**config.mk**
```make
export PLATFORM = sky130hd
export DESIGN_NAME = key_debounce_click_classifier_flat
export DESIGN_NICKNAME = d
export VERILOG_FILES = /design/src/sv/kdc_pkg.sv /design/src/sv/kdc_if.sv /design/src/sv/kdc_lane.sv /design/src/sv/kdc_merge.sv /design/src/sv/key_debounce_click_classifier.sv /design/src/flat_wrapper.sv
export SDC_FILE = /design/constraint.sdc
export NUM_CORES = 2
export LEC_CHECK = 0
export BUFFER_PORTS_ARGS = -buffer_cell sky130_fd_sc_hd__clkbuf_2
export CORE_UTILIZATION = 40
export CTS_BUF_LIST = sky130_fd_sc_hd__clkbuf_2
export CTS_CLUSTER_SIZE = 20
export DETAILED_ROUTE_END_ITERATION = 12
export PLACE_DENSITY = 0.56
export SLEW_MARGIN = 10
export SYNTH_ARGS = -nofsm -noshare
export SYNTH_HDL_FRONTEND = slang
export SYNTH_SLANG_ARGS = --single-unit
```
**constraint.sdc**
```tcl
create_clock -name clock -period 3.63 [get_ports clock]
set_clock_uncertainty 0.2 [all_clocks]
set_input_delay 0.5445 -clock clock [delete_from_list [all_inputs] [get_ports clock]]
set_output_delay 0.5445 -clock clock [all_outputs]
set_load 0.01 [all_outputs]
```
**src/sv/kdc_pkg.sv**
```systemverilog
// Shared types, constants and register indexes of the key debounce and click classifier.
package kdc_pkg;

   localparam int LANE_MAX         = 8;
   localparam int NUM_KEYS_DEFAULT = 8;

   localparam int LEVELS_WIDTH = 8;
   localparam int EVENTS_WIDTH = 16;
   localparam int MASK_WIDTH   = 8;
   localparam int EVENT_WIDTH  = 2;

   localparam int DEBOUNCE_WIDTH = 8;
   localparam int LONG_WIDTH     = 16;
   localparam int WINDOW_WIDTH   = 16;

   localparam int CSR_INDEX_WIDTH = 2;
   localparam int CSR_DATA_WIDTH  = 16;

   localparam logic [CSR_INDEX_WIDTH-1:0] CSR_SETTLE_LEN   = 2'd0;
   localparam logic [CSR_INDEX_WIDTH-1:0] CSR_HOLD_LIMIT   = 2'd1;
   localparam logic [CSR_INDEX_WIDTH-1:0] CSR_WINDOW_TICKS = 2'd2;

   localparam logic [DEBOUNCE_WIDTH-1:0] DEBOUNCE_RESET = 8'd2;
   localparam logic [LONG_WIDTH-1:0]     LONG_RESET     = 16'd100;
   localparam logic [WINDOW_WIDTH-1:0]   WINDOW_RESET   = 16'd30;

   typedef enum logic [EVENT_WIDTH-1:0] {
      EV_NONE   = 2'd0,
      EV_CLICK  = 2'd1,
      EV_DOUBLE = 2'd2,
      EV_LONG   = 2'd3
   } event_type;

   typedef struct packed {
      logic [DEBOUNCE_WIDTH-1:0] settle_len;
      logic [LONG_WIDTH-1:0]     hold_limit;
      logic [WINDOW_WIDTH-1:0]   double_window_ticks;
   } cfg_type;

endpackage

```
**src/sv/kdc_if.sv**
```systemverilog
// Valid/ready channel interfaces for the tick input and the event result.
interface kdc_req_if import kdc_pkg::*; ();
   logic                    valid;
   logic                    ready;
   logic [LEVELS_WIDTH-1:0] raw_levels;

   modport source (output valid, output raw_levels, input ready);
   modport sink   (input valid, input raw_levels, output ready);
endinterface

interface kdc_rsp_if import kdc_pkg::*; ();
   logic                    valid;
   logic                    ready;
   logic [EVENTS_WIDTH-1:0] key_events;
   logic [MASK_WIDTH-1:0]   event_mask;

   modport source (output valid, output key_events, output event_mask, input ready);
   modport sink   (input valid, input key_events, input event_mask, output ready);
endinterface

```
**src/sv/kdc_lane.sv**
```systemverilog
// One key lane: debounce counter, hold and gap timers and the four-phase click machine.
module kdc_lane
   import kdc_pkg::*;
(
   input  logic      clock,
   input  logic      reset,
   input  logic      fire,
   input  logic      level,
   input  cfg_type   cfg,
   output event_type ev
);

   typedef enum logic [1:0] {
      PH_IDLE    = 2'd0,
      PH_PRESSED = 2'd1,
      PH_WAIT    = 2'd2,
      PH_LONG    = 2'd3
   } phase_type;

   typedef enum logic [2:0] {
      IN_NONE = 3'd0,
      IN_DOWN = 3'd1,
      IN_UP   = 3'd2,
      IN_LONG = 3'd3,
      IN_GAP  = 3'd4
   } kind_type;

   phase_type                 phase_ff, phase_in;
   logic                      settled_ff, settled_in;
   logic [DEBOUNCE_WIDTH-1:0] bounce_ff, bounce_in;
   logic [LONG_WIDTH-1:0]     hold_ff, hold_in;
   logic [WINDOW_WIDTH-1:0]   gap_ff, gap_in;

   logic [DEBOUNCE_WIDTH:0]   bounce_next;
   logic [LONG_WIDTH:0]       hold_next;
   logic [WINDOW_WIDTH:0]     gap_next;
   kind_type                  kind;

   assign bounce_next = {1'b0, bounce_ff} + 1'b1;
   assign hold_next   = {1'b0, hold_ff} + 1'b1;
   assign gap_next    = {1'b0, gap_ff} + 1'b1;

   always_comb begin
      kind       = IN_NONE;
      settled_in = settled_ff;
      bounce_in  = bounce_ff;
      hold_in    = hold_ff;
      gap_in     = gap_ff;
      phase_in   = phase_ff;
      ev         = EV_NONE;

      if (level != settled_ff) begin
         if (bounce_next >= {1'b0, cfg.settle_len}) begin
            bounce_in  = '0;
            settled_in = level;
            kind       = level ? IN_DOWN : IN_UP;
         end else begin
            bounce_in = bounce_next[DEBOUNCE_WIDTH-1:0];
         end
      end else begin
         bounce_in = '0;
      end

      if (kind == IN_NONE) begin
         if (phase_ff == PH_PRESSED) begin
            if (hold_next >= {1'b0, cfg.hold_limit}) begin
               hold_in = '0;
               kind    = IN_LONG;
            end else begin
               hold_in = hold_next[LONG_WIDTH-1:0];
            end
         end else if (phase_ff == PH_WAIT) begin
            if (gap_next >= {1'b0, cfg.double_window_ticks}) begin
               gap_in = '0;
               kind   = IN_GAP;
            end else begin
               gap_in = gap_next[WINDOW_WIDTH-1:0];
            end
         end
      end

      case (phase_ff)
         PH_IDLE: begin
            if (kind == IN_DOWN) begin
               phase_in = PH_PRESSED;
               hold_in  = '0;
            end
         end
         PH_PRESSED: begin
            if (kind == IN_UP) begin
               phase_in = PH_WAIT;
               gap_in   = '0;
            end else if (kind == IN_LONG) begin
               phase_in = PH_LONG;
               ev       = EV_LONG;
            end
         end
         PH_WAIT: begin
            if (kind == IN_DOWN) begin
               phase_in = PH_IDLE;
               ev       = EV_DOUBLE;
            end else if (kind == IN_GAP) begin
               phase_in = PH_IDLE;
               ev       = EV_CLICK;
            end
         end
         default: begin
            if (kind == IN_UP) begin
               phase_in = PH_IDLE;
            end
         end
      endcase
   end

   always_ff @(posedge clock) begin
      if (reset) begin
         phase_ff   <= PH_IDLE;
         settled_ff <= 1'b0;
         bounce_ff  <= '0;
         hold_ff    <= '0;
         gap_ff     <= '0;
      end else if (fire) begin
         phase_ff   <= phase_in;
         settled_ff <= settled_in;
         bounce_ff  <= bounce_in;
         hold_ff    <= hold_in;
         gap_ff     <= gap_in;
      end
   end

endmodule

```
**src/sv/kdc_merge.sv**
```systemverilog
// Merging stage: packs the lane events into one result and buffers it in an output and skid register.
module kdc_merge
   import kdc_pkg::*;
(
   input  logic                    clock,
   input  logic                    reset,
   input  logic                    fire,
   input  event_type               lane_ev [LANE_MAX],
   output logic                    in_ready,
   output logic                    out_valid,
   input  logic                    out_ready,
   output logic [EVENTS_WIDTH-1:0] key_events,
   output logic [MASK_WIDTH-1:0]   event_mask
);

   logic [EVENTS_WIDTH-1:0] events_in;
   logic [MASK_WIDTH-1:0]   mask_in;

   logic                    out_valid_ff;
   logic [EVENTS_WIDTH-1:0] out_events_ff;
   logic [MASK_WIDTH-1:0]   out_mask_ff;
   logic                    skid_valid_ff;
   logic [EVENTS_WIDTH-1:0] skid_events_ff;
   logic [MASK_WIDTH-1:0]   skid_mask_ff;
   logic                    take;

   always_comb begin
      events_in = '0;
      mask_in   = '0;
      for (int k = 0; k < LANE_MAX; k++) begin
         events_in[EVENT_WIDTH*k +: EVENT_WIDTH] = lane_ev[k];
         mask_in[k]                             = (lane_ev[k] != EV_NONE);
      end
   end

   assign take       = out_valid_ff && out_ready;
   assign in_ready   = !skid_valid_ff;
   assign out_valid  = out_valid_ff;
   assign key_events = out_events_ff;
   assign event_mask = out_mask_ff;

   always_ff @(posedge clock) begin
      if (reset) begin
         out_valid_ff  <= 1'b0;
         skid_valid_ff <= 1'b0;
      end else if (fire) begin
         if (!out_valid_ff || take) begin
            out_valid_ff <= 1'b1;
         end else begin
            skid_valid_ff <= 1'b1;
         end
      end else if (take) begin
         if (skid_valid_ff) begin
            skid_valid_ff <= 1'b0;
         end else begin
            out_valid_ff <= 1'b0;
         end
      end
   end

   always_ff @(posedge clock) begin
      if (fire) begin
         if (!out_valid_ff || take) begin
            out_events_ff <= events_in;
            out_mask_ff   <= mask_in;
         end else begin
            skid_events_ff <= events_in;
            skid_mask_ff   <= mask_in;
         end
      end else if (take && skid_valid_ff) begin
         out_events_ff <= skid_events_ff;
         out_mask_ff   <= skid_mask_ff;
      end
   end

endmodule

```
**src/sv/key_debounce_click_classifier.sv**
```systemverilog
// Top level of the key debounce and click classifier.
//
// Each transaction on req_bus is one tick carrying the raw levels of the keys,
// one bit per key. Each transaction on rsp_bus carries the events of that tick:
// two bits per key in key_events (none, click, double click, long press) and
// one bit per key in event_mask. Every tick gives exactly one result, in order.
// Every key has its own lane with a debounce counter, hold and gap timers and
// a four-phase machine; all lanes update in the cycle the tick is accepted and
// the merging stage packs their events into the output or skid register.
// One tick can be accepted every cycle while req_bus.ready is high. A skid
// register behind the output register lets one more tick enter while the
// receiver stalls; req_bus.ready falls only when both hold a result, and rises
// again the cycle after the receiver takes one. Reset clears all lane state
// and both buffers and loads the default thresholds. The csr_ port writes the
// thresholds; it must be used only while idle, which the block does not
// enforce. Keys at or beyond NUM_KEYS, or beyond eight, never report an event.
module key_debounce_click_classifier
   import kdc_pkg::*;
#(
   parameter int NUM_KEYS = NUM_KEYS_DEFAULT
)
(
   input  logic                       clock,
   input  logic                       reset,
   kdc_req_if.sink                    req_bus,
   kdc_rsp_if.source                  rsp_bus,
   input  logic                       csr_we,
   input  logic [CSR_INDEX_WIDTH-1:0] csr_index,
   input  logic [CSR_DATA_WIDTH-1:0]  csr_wdata
);

   localparam int LANES = (NUM_KEYS < LANE_MAX) ? NUM_KEYS : LANE_MAX;

   cfg_type   cfg_ff, cfg_in;
   event_type lane_ev [LANE_MAX];
   logic      fire;
   logic      in_ready;

   assign fire          = req_bus.valid && in_ready;
   assign req_bus.ready = in_ready;

   always_comb begin
      cfg_in = cfg_ff;
      if (csr_we) begin
         case (csr_index)
            CSR_SETTLE_LEN:   cfg_in.settle_len          = csr_wdata[DEBOUNCE_WIDTH-1:0];
            CSR_HOLD_LIMIT:   cfg_in.hold_limit          = csr_wdata[LONG_WIDTH-1:0];
            CSR_WINDOW_TICKS: cfg_in.double_window_ticks = csr_wdata[WINDOW_WIDTH-1:0];
            default:          cfg_in = cfg_ff;
         endcase
      end
   end

   always_ff @(posedge clock) begin
      if (reset) begin
         cfg_ff.settle_len          <= DEBOUNCE_RESET;
         cfg_ff.hold_limit          <= LONG_RESET;
         cfg_ff.double_window_ticks <= WINDOW_RESET;
      end else begin
         cfg_ff <= cfg_in;
      end
   end

   for (genvar k = 0; k < LANE_MAX; k++) begin : g_lane
      if (k < LANES) begin : g_used
         kdc_lane u_lane (
            .clock (clock),
            .reset (reset),
            .fire  (fire),
            .level (req_bus.raw_levels[k]),
            .cfg   (cfg_ff),
            .ev    (lane_ev[k])
         );
      end else begin : g_unused
         assign lane_ev[k] = EV_NONE;
      end
   end

   kdc_merge u_merge (
      .clock      (clock),
      .reset      (reset),
      .fire       (fire),
      .lane_ev    (lane_ev),
      .in_ready   (in_ready),
      .out_valid  (rsp_bus.valid),
      .out_ready  (rsp_bus.ready),
      .key_events (rsp_bus.key_events),
      .event_mask (rsp_bus.event_mask)
   );

endmodule

```
**src/flat_wrapper.sv**
```systemverilog
// flat-port wrapper written by rule: the top's interface ports become plain ports
module key_debounce_click_classifier_flat import kdc_pkg::*;
#(
   parameter int NUM_KEYS = NUM_KEYS_DEFAULT
)
  (clock, reset, csr_we, csr_index, csr_wdata, req_bus_valid, req_bus_raw_levels, req_bus_ready, rsp_bus_valid, rsp_bus_key_events, rsp_bus_event_mask, rsp_bus_ready);
  kdc_req_if req_bus_i ();
  kdc_rsp_if rsp_bus_i ();
  input  logic clock;
  input  logic reset;
  input  logic csr_we;
  input  logic [CSR_INDEX_WIDTH-1:0] csr_index;
  input  logic [CSR_DATA_WIDTH-1:0] csr_wdata;
  input wire logic [$bits(req_bus_i.valid)-1:0] req_bus_valid;
  input wire logic [$bits(req_bus_i.raw_levels)-1:0] req_bus_raw_levels;
  output wire logic [$bits(req_bus_i.ready)-1:0] req_bus_ready;
  output wire logic [$bits(rsp_bus_i.valid)-1:0] rsp_bus_valid;
  output wire logic [$bits(rsp_bus_i.key_events)-1:0] rsp_bus_key_events;
  output wire logic [$bits(rsp_bus_i.event_mask)-1:0] rsp_bus_event_mask;
  input wire logic [$bits(rsp_bus_i.ready)-1:0] rsp_bus_ready;
  assign req_bus_i.valid = req_bus_valid;
  assign req_bus_i.raw_levels = req_bus_raw_levels;
  assign req_bus_ready = req_bus_i.ready;
  assign rsp_bus_valid = rsp_bus_i.valid;
  assign rsp_bus_key_events = rsp_bus_i.key_events;
  assign rsp_bus_event_mask = rsp_bus_i.event_mask;
  assign rsp_bus_i.ready = rsp_bus_ready;
  key_debounce_click_classifier #(.NUM_KEYS(NUM_KEYS)) u_core (.clock(clock), .reset(reset), .req_bus(req_bus_i), .rsp_bus(rsp_bus_i), .csr_we(csr_we), .csr_index(csr_index), .csr_wdata(csr_wdata));
endmodule
```
# Word level (Yosys, flattened, before mapping)
# Cells that the tools add are included.
# word_totals
ff_bits	434
inputBits	31
out_inout_bits	26
word_cells	524
# classes
add_sub_neg	24
magnitude_cmp	24
eq_ne	85
n_mux	277
bitwise	1
reduce_logical	64
# ops
cell	count
$mux W16	91
$add A16 B1 Y17 const B	16
$ge A17 B16 Y1	16
$mux W2	96
$mux W8	19
$mux W3	40
$add A8 B1 Y9 const B	8
$ge A9 B8 Y1	8
$eq A3 B2 Y1 const B	16
$ne A3 B1 Y1 const B	16
$pmux W2 S3	8
$reduce_and A5 Y1	8
$pmux W2 S2	8
$reduce_bool A4 Y1	8
$reduce_and A3 Y1	9
$eq A3 B1 Y1 const B	8
$eq A3 B3 Y1 const B	8
$logic_not A3 Y1	8
$ne A2 B2 Y1 const B	10
$reduce_bool A2 Y1	10
$eq A2 B1 Y1 const B	9
$eq A2 B2 Y1 const B	9
$logic_not A2 Y1	9
$mux W1	15
other kinds (7)	22

# Logic depth before layout (Yosys ltp)
# logic_depth
ltp_word	15
ltp_mapped	18
mapped_depth_nobuf	16

# Cells and area by module
# From an unflattened synthesis, not the netlist that was laid out.
# hier_totals
hier_cells	3754
hier_area_um2	31540.2
# modules_own_cells
module	n_inst	cells_each	area_each_um2	seq_area_each_um2
kdc_lane at u_core.g_lane[1].g_used.u_lane ...	6	434	3467.1	860.8
kdc_lane at u_core.g_lane[0].g_used.u_lane ...	2	447	3552.2	860.8
kdc_merge	1	97	1965.6	1481.4
key_debounce_click_classifier	1	159	1667.8	800.8

# Least setup slack after synthesis
# OpenSTA, ideal clock, no wires.
# synth_path
kind	reg2reg
start	register u_core.g_lane[7].g_used.u_lane.hold_ff[0]
end	register u_core.u_merge.out_mask_ff[7], in the netlist u_core.u_merge.event_mask[7] (data pin)
setup_time_ns	0.260
arrival_time_ns	3.409
t_required_ns	3.170
path_slack_ns	-0.238
path_stages_with_launch	15
path_buffers	0
period_less_slack_ns	3.868
path_cell_list	dfxtp_1 ha_1 nand3_1 nor4_1 nor2b_1 or2_2 ha_1 a21o_1 a211o_1 a311oi_1 a21oi_1 o221ai_1 o21ai_0 o21a_1 mux2_2
# synth_via
elab_chain_len	12
word_cells_on_any_way	17
cone_classes	1 x add/sub; 1 x order compare; 4 x eq/ne; 10 x mux; 1 x reduce/logical
# synth_rtl
element	line	text
start: declaration	kdc_lane.sv:31	logic [LONG_WIDTH-1:0] hold_ff, hold_in;
start signal: assignment	kdc_lane.sv:126	hold_ff <= hold_in;
$add A16 B1 Y17 *	kdc_lane.sv:40	assign hold_next = {1'b0, hold_ff} + 1'b1;
$ge A17 B16 Y1 *	kdc_lane.sv:66	if (hold_next >= {1'b0, cfg.hold_limit}) begin
$mux W3 *	kdc_lane.sv:66	
$mux W3 *	kdc_lane.sv:65	if (phase_ff == PH_PRESSED) begin
$mux W3 *	kdc_lane.sv:64	if (kind == IN_NONE) begin
$eq A3 B3 Y1 / $eq A3 B2 Y1 (equally long branches)	kdc_lane.sv:102, kdc_lane.sv:93	
$mux W1 / $mux W2 (equally long branches)	kdc_lane.sv:102, kdc_lane.sv:93	
$mux W2, on equally long branches	kdc_lane.sv:99, kdc_lane.sv:90	
$pmux W2 S2 *	kdc_lane.sv:82	case (phase_ff)
$reduce_bool A2 Y1 *	kdc_merge.sv:32	mask_in[k] = (lane_ev[k] != EV_NONE);
named net u_core.u_merge.mask_in[7]	kdc_merge.sv:17	logic [MASK_WIDTH-1:0] mask_in;
$mux W8 *	kdc_merge.sv:63	if (!out_valid_ff || take) begin
$mux W8 *	kdc_merge.sv:62	if (fire) begin
end signal: assignment	kdc_merge.sv:65	out_mask_ff <= mask_in;
end signal: assignment	kdc_merge.sv:72	out_mask_ff <= skid_mask_ff;
end: declaration	kdc_merge.sv:21	logic [MASK_WIDTH-1:0] out_mask_ff;
# Mark *: on every way through the listed nets, which the timed path passes. The rest lies on a longest branch. The select of a mux whose other input is x is not followed.
# A chain may end at the register's enable or synchronous reset.

# Final worst setup path
# layout_path
start	register u_core.g_lane[6].g_used.u_lane.gap_ff[0]
end	register u_core.u_merge.out_mask_ff[6], in the netlist u_core.u_merge.event_mask[6] (data pin)
# layout_via
elab_chain_len	13
word_cells_on_any_way	18
cone_classes	1 x add/sub; 1 x order compare; 4 x eq/ne; 11 x mux; 1 x reduce/logical
# layout_rtl
element	line	text
start: declaration	kdc_lane.sv:32	logic [WINDOW_WIDTH-1:0] gap_ff, gap_in;
start signal: assignment	kdc_lane.sv:127	gap_ff <= gap_in;
$add A16 B1 Y17 *	kdc_lane.sv:41	assign gap_next = {1'b0, gap_ff} + 1'b1;
$ge A17 B16 Y1 *	kdc_lane.sv:73	if (gap_next >= {1'b0, cfg.double_window_ticks}) begin
$mux W3 *	kdc_lane.sv:73	
$mux W3 *	kdc_lane.sv:72	end else if (phase_ff == PH_WAIT) begin
$mux W3 *	kdc_lane.sv:65	
$mux W3 *	kdc_lane.sv:64	
$eq A3 B3 Y1 / $eq A3 B2 Y1 (equally long branches)	kdc_lane.sv:102, kdc_lane.sv:93	
$mux W1 / $mux W2 (equally long branches)	kdc_lane.sv:102, kdc_lane.sv:93	
$mux W2, on equally long branches	kdc_lane.sv:99, kdc_lane.sv:90	
$pmux W2 S2 *	kdc_lane.sv:82	
$reduce_bool A2 Y1 *	kdc_merge.sv:32	
named net u_core.u_merge.mask_in[6]	kdc_merge.sv:17	
$mux W8 *	kdc_merge.sv:63	
$mux W8 *	kdc_merge.sv:62	
# Marks and branches as above.

==> insert_results.sql <==
INSERT INTO impl_metrics (metric_group, metric, value, unit) VALUES
('status', 'outcome', 'finished, violations left', ''),
('status', 'violations', 'setup timing', ''),
('synth', 'postSynth.asyncResetShare', '0', '%'),
('floorplanning', 'floorplan.initialDensity', '40.7', '%'),
('clock_tree', 'numCtsBuffers', '135', ''),
('routing', 'first_iter_violations', '1826', ''),
('timing', 'fraction_of_the_cycle_the_final_worst_path_needs', '103', '%'),
('final_layout', 'layout_commonest_cell', 'buf_4', ''),
('clock_tree', 'clkLatencyLatePin', '1.30', 'ns'),
('worst_setup_path', 'critical_path.cell_chain', 'ha_4 -> nand3_4 -> or4b_4 -> buf_6 -> nor2_4 -> xor2_2 -> ha_1 -> nand3_2 -> nor2_2 -> a2111o_1 -> a221oi_2 -> buf_4 -> nor2_4 -> o21a_1 -> mux2_4', ''),
('floorplanning', 'coreArea', '74800', 'um2'),
('power', 'combPwrFrac', '14.5', '%'),
('routing', 'routed-via-count', '30400', ''),
('worst_setup_path', 'crit_fanout', '3', ''),
('timing', 'timing.final.ws_setup', '-0.0916', 'ns'),
('worst_setup_path', 'timing.critical_path.from_type', 'register', ''),
('worst_setup_path', 'worst_setup_path_end_kind', 'register', ''),
('worst_setup_path', 'r2r_cells', '15', ''),
('timing', 'worst_pin_slew', '1.02', 'ns'),
('synth', 'gate_count_of_the_mapped_netlist', '3711', ''),
('final_layout', 'post-route-util', '56.1', '%'),
('synth', 'synth_area_leader_cell', 'dfxtp_1', ''),
('power', 'clock_power_share', '38.1', '%'),
('worst_setup_path', 'required', '4.42', 'ns'),
('worst_setup_path', 'worst-endpoint-arrival', '4.52', 'ns'),
('grt', 'grt_pass1_wl', '152000', 'um'),
('floorplanning', 'floorplan.die.width', '278', 'um'),
('synth', 'sequential_share_of_the_synthesized_area', '30.1', '%'),
('grt', 'global_route.usage.met3', '3.77', '%'),
('synth', 'yosys.cell_types.count', '89', ''),
('final_layout', 'design.final.nets', '4872', ''),
('clock_tree', 'clkSinkCount', '434', ''),
('timing', 'rsz0062_at_grt', 'yes', ''),
('timing', 'timing_hold_violations_final', '0', ''),
('clock_tree', 'cts-root-to-sink-buffers', '3', ''),
('clock_tree', 'cts_root_buf', 'clkbuf_2', ''),
('worst_setup_path', 'path_common_cell', 'nor2_4', ''),
('final_layout', 'layout.cells.most_common_list', 'buf_4 (550), nor2_1 (352), nand2_1 (327)', ''),
('timing', 'finalCriticalPeriod', '3.72', 'ns'),
('synth', 'netlist_top_cells_area', 'dfxtp_1 (25%), ha_1 (15%), nor2_1 (4.9%)', ''),
('power', 'max-vdd-ir-drop', '0.000190', 'V'),
('synth', 'yosys_warnings', '0', ''),
('grt', 'grt_util_met2', '40.4', '%'),
('place', 'place_hpwl', '67400', 'um'),
('floorplanning', 'io_pins', '57', ''),
('final_layout', 'fill_cells', '6863', ''),
('routing', 'detail_route.first_pass.iterations', '5', ''),
('timing', 'clock.fmax', '269', 'MHz'),
('grt', 'grt_met1_usage', '32.5', '%'),
('routing', 'route.detailed.drc', '0', ''),
('min_path', 'worstHoldPathCells', '4', ''),
('place', 'detailedPlace.worstSlack', '-0.332', 'ns'),
('synth', 'avgSynthCellArea', '8.20', 'um2'),
('synth', 'yosys_register_bits', '434', ''),
('final_layout', 'final_layout_size_suffix_gt1_share', '33.3', '%'),
('final_layout', 'syn_to_final_growth', '38.0', '%'),
('clock_tree', 'path_clk_slew', '0.09', 'ns'),
('routing', 'totalWireLength', '99800', 'um'),
('routing', 'wire_per_inst', '18.1', 'um'),
('timing', 'timing.final.setup_violations', '14', ''),
('floorplanning', 'row_count', '100', ''),
('power', 'p_switching', '3.29', 'mW'),
('power', 'power-per-cell-area', '249', 'nW/um2'),
('grt', 'via_count_of_the_first_global_routing_pass', '28700', ''),
('floorplanning', 'die-area', '77200', 'um2'),
('timing', 'final_max_slew_viol_count', '0', ''),
('job', 'drv_cap', '0', ''),
('power', 'p_leak', '18.5', 'nW'),
('power', 'switching_share', '31.5', '%'),
('worst_setup_path', 'critPathKind', 'reg -> reg', ''),
('grt', 'grt_antenna_before_repair', '1', '');
-- final timing paths --
path,start,to,slack (ns)
setup reg to reg,u_core.g_lane[6].g_used.u_lane.gap_ff[0],u_core.u_merge.event_mask[6],-0.09
hold / removal,req_bus_raw_levels[5],u_core.g_lane[5].g_used.u_lane.settled_ff,0.16
hold reg to reg,u_core.cfg_ff[6],u_core.cfg_ff[6],0.26
setup / recovery,u_core.g_lane[6].g_used.u_lane.gap_ff[0],u_core.u_merge.event_mask[6],-0.09
-- synthesized netlist by cell type (all sizes together) (7+ instances only) --
| cell | count |
|---|---|
| nand2b | 23 |
| buf | 27 |
| and3 | 73 |
| ha | 376 |
| clkbuf | 114 |
| mux2 | 16 |
| a41oi | 8 |
| a31oi | 19 |
| o211ai | 29 |
| mux2i | 23 |
| o31ai | 11 |
| and2 | 56 |
| a21o | 60 |
| xor2 | 89 |
| nand3b | 13 |
| a211o | 10 |
| o21a | 24 |
| dfxtp | 386 |
| or3 | 7 |
| a31o | 7 |
| or2 | 74 |
| inv | 118 |
| nor3 | 71 |
| a22o | 30 |
| o21ai | 160 |
| o22ai | 14 |
| and4 | 18 |
| a22oi | 140 |
| nor3b | 14 |
| nor2 | 399 |
| a21boi | 7 |
| xnor2 | 125 |
| nand4 | 69 |
| a311oi | 28 |
| o21bai | 12 |
| a221oi | 8 |
| nand3 | 204 |
| nor2b | 59 |
| a211oi | 38 |
| a21oi | 259 |
| nor4 | 22 |
| edfxtp | 48 |
| nand2 | 344 |
-- worst max-delay path: cells and delay by family (launching register included) --
family	cells	cell delay [ns]
XOR/XNOR	1	0.15
multiplexers	1	0.25
AND/OR/NAND/NOR	6	0.90
adder cells (fa/ha/maj)	2	0.41
AO/OA/AOI/OAI	3	0.83
buffers and inverters	2	0.35
flip-flops	1	0.36
-- per-layer routing --
| layer | wire length (um) | up-vias |
|---|---|---|
| met1 | 45300 | 14400 |
| met4 | 2850 | 0 |
| met3 | 5000 | 177 |
| met2 | 46700 | 669 |
| met5 | 0 | - |
| li1 | - | 15100 |
-- metrics by stage --
step / TNS, ns / cells / hold slack (ns) / area [um2]
final: -0.389 / 5524 / 0.162 / 42000
after global routing: -10.64 / 5524 / 0.0897 / 42000
after CTS: -0.340 / 5447 / 0.00263 / 39100
after detailed placement: -17.43 / 5099 / 0.246 / 35700
after global placement: -12.37 / 5099 / 0.241 / 35700
after floorplan: -0.0158 / 3711 / 0.236 / 30700
-- repair_timing --
action	4_1_cts	5_1_grt
gates resized for setup	222	506
endpoints found under the setup margin	189	290
gates cloned	3	8
hold endpoints to repair	477	0
setup buffers	44	76
pin swaps	122	314
hold buffers	78	0
-- area by class of cell --
cell class                 count  area [um2]  area share (%)
tap                          969        1210            2.89
antenna                        1        2.50         0.00596
clock inverter                39         254           0.605
clock buffer                 187         936            2.23
inverter                     121         457            1.09
sequential                   434        9280            22.1
multi-input combinational   3015       23500            55.9
timing repair buffer         758        6380            15.2
-- flip-flops by register name, summed over array words and instances (netlist names) --
register and count:
u_core.g_lane.g_used.u_lane.settled_ff 8, u_core.g_lane.g_used.u_lane.phase_ff 16, u_core.g_lane.g_used.u_lane.gap_ff 128, u_core.u_merge.skid_valid_ff 1
u_core.u_merge.out_valid 1, u_core.u_merge.skid_events_ff 16, u_core.g_lane.g_used.u_lane.hold_ff 128, u_core.u_merge.event_mask 8
u_core.g_lane.g_used.u_lane.bounce_ff 64, u_core.cfg_ff 40, u_core.u_merge.key_events 16, u_core.u_merge.skid_mask_ff 8
-- power groups by stage --
stage / Clock [mW] / Sequential, mW / Combinational (mW)
floorplan: 0 / 5.07 / 0.733
global placement: 0 / 5.08 / 1.29
detailed placement: 0 / 5.08 / 1.30
CTS: 4.15 / 4.96 / 1.42
global route: 4.39 / 4.98 / 1.63
finish: 3.98 / 4.97 / 1.51
-- cell families after synthesis --
group / after synthesis / share of synthesized area (%)
simple gates: 1461 / 23.5
compound gates: 925 / 20.1
flops: 434 / 30.1
fa+ha+maj: 376 / 15.5
buf+inv: 262 / 3.32
xor+xnor: 214 / 6.16
mux: 39 / 1.35
(Power assumes the default switching activity.)
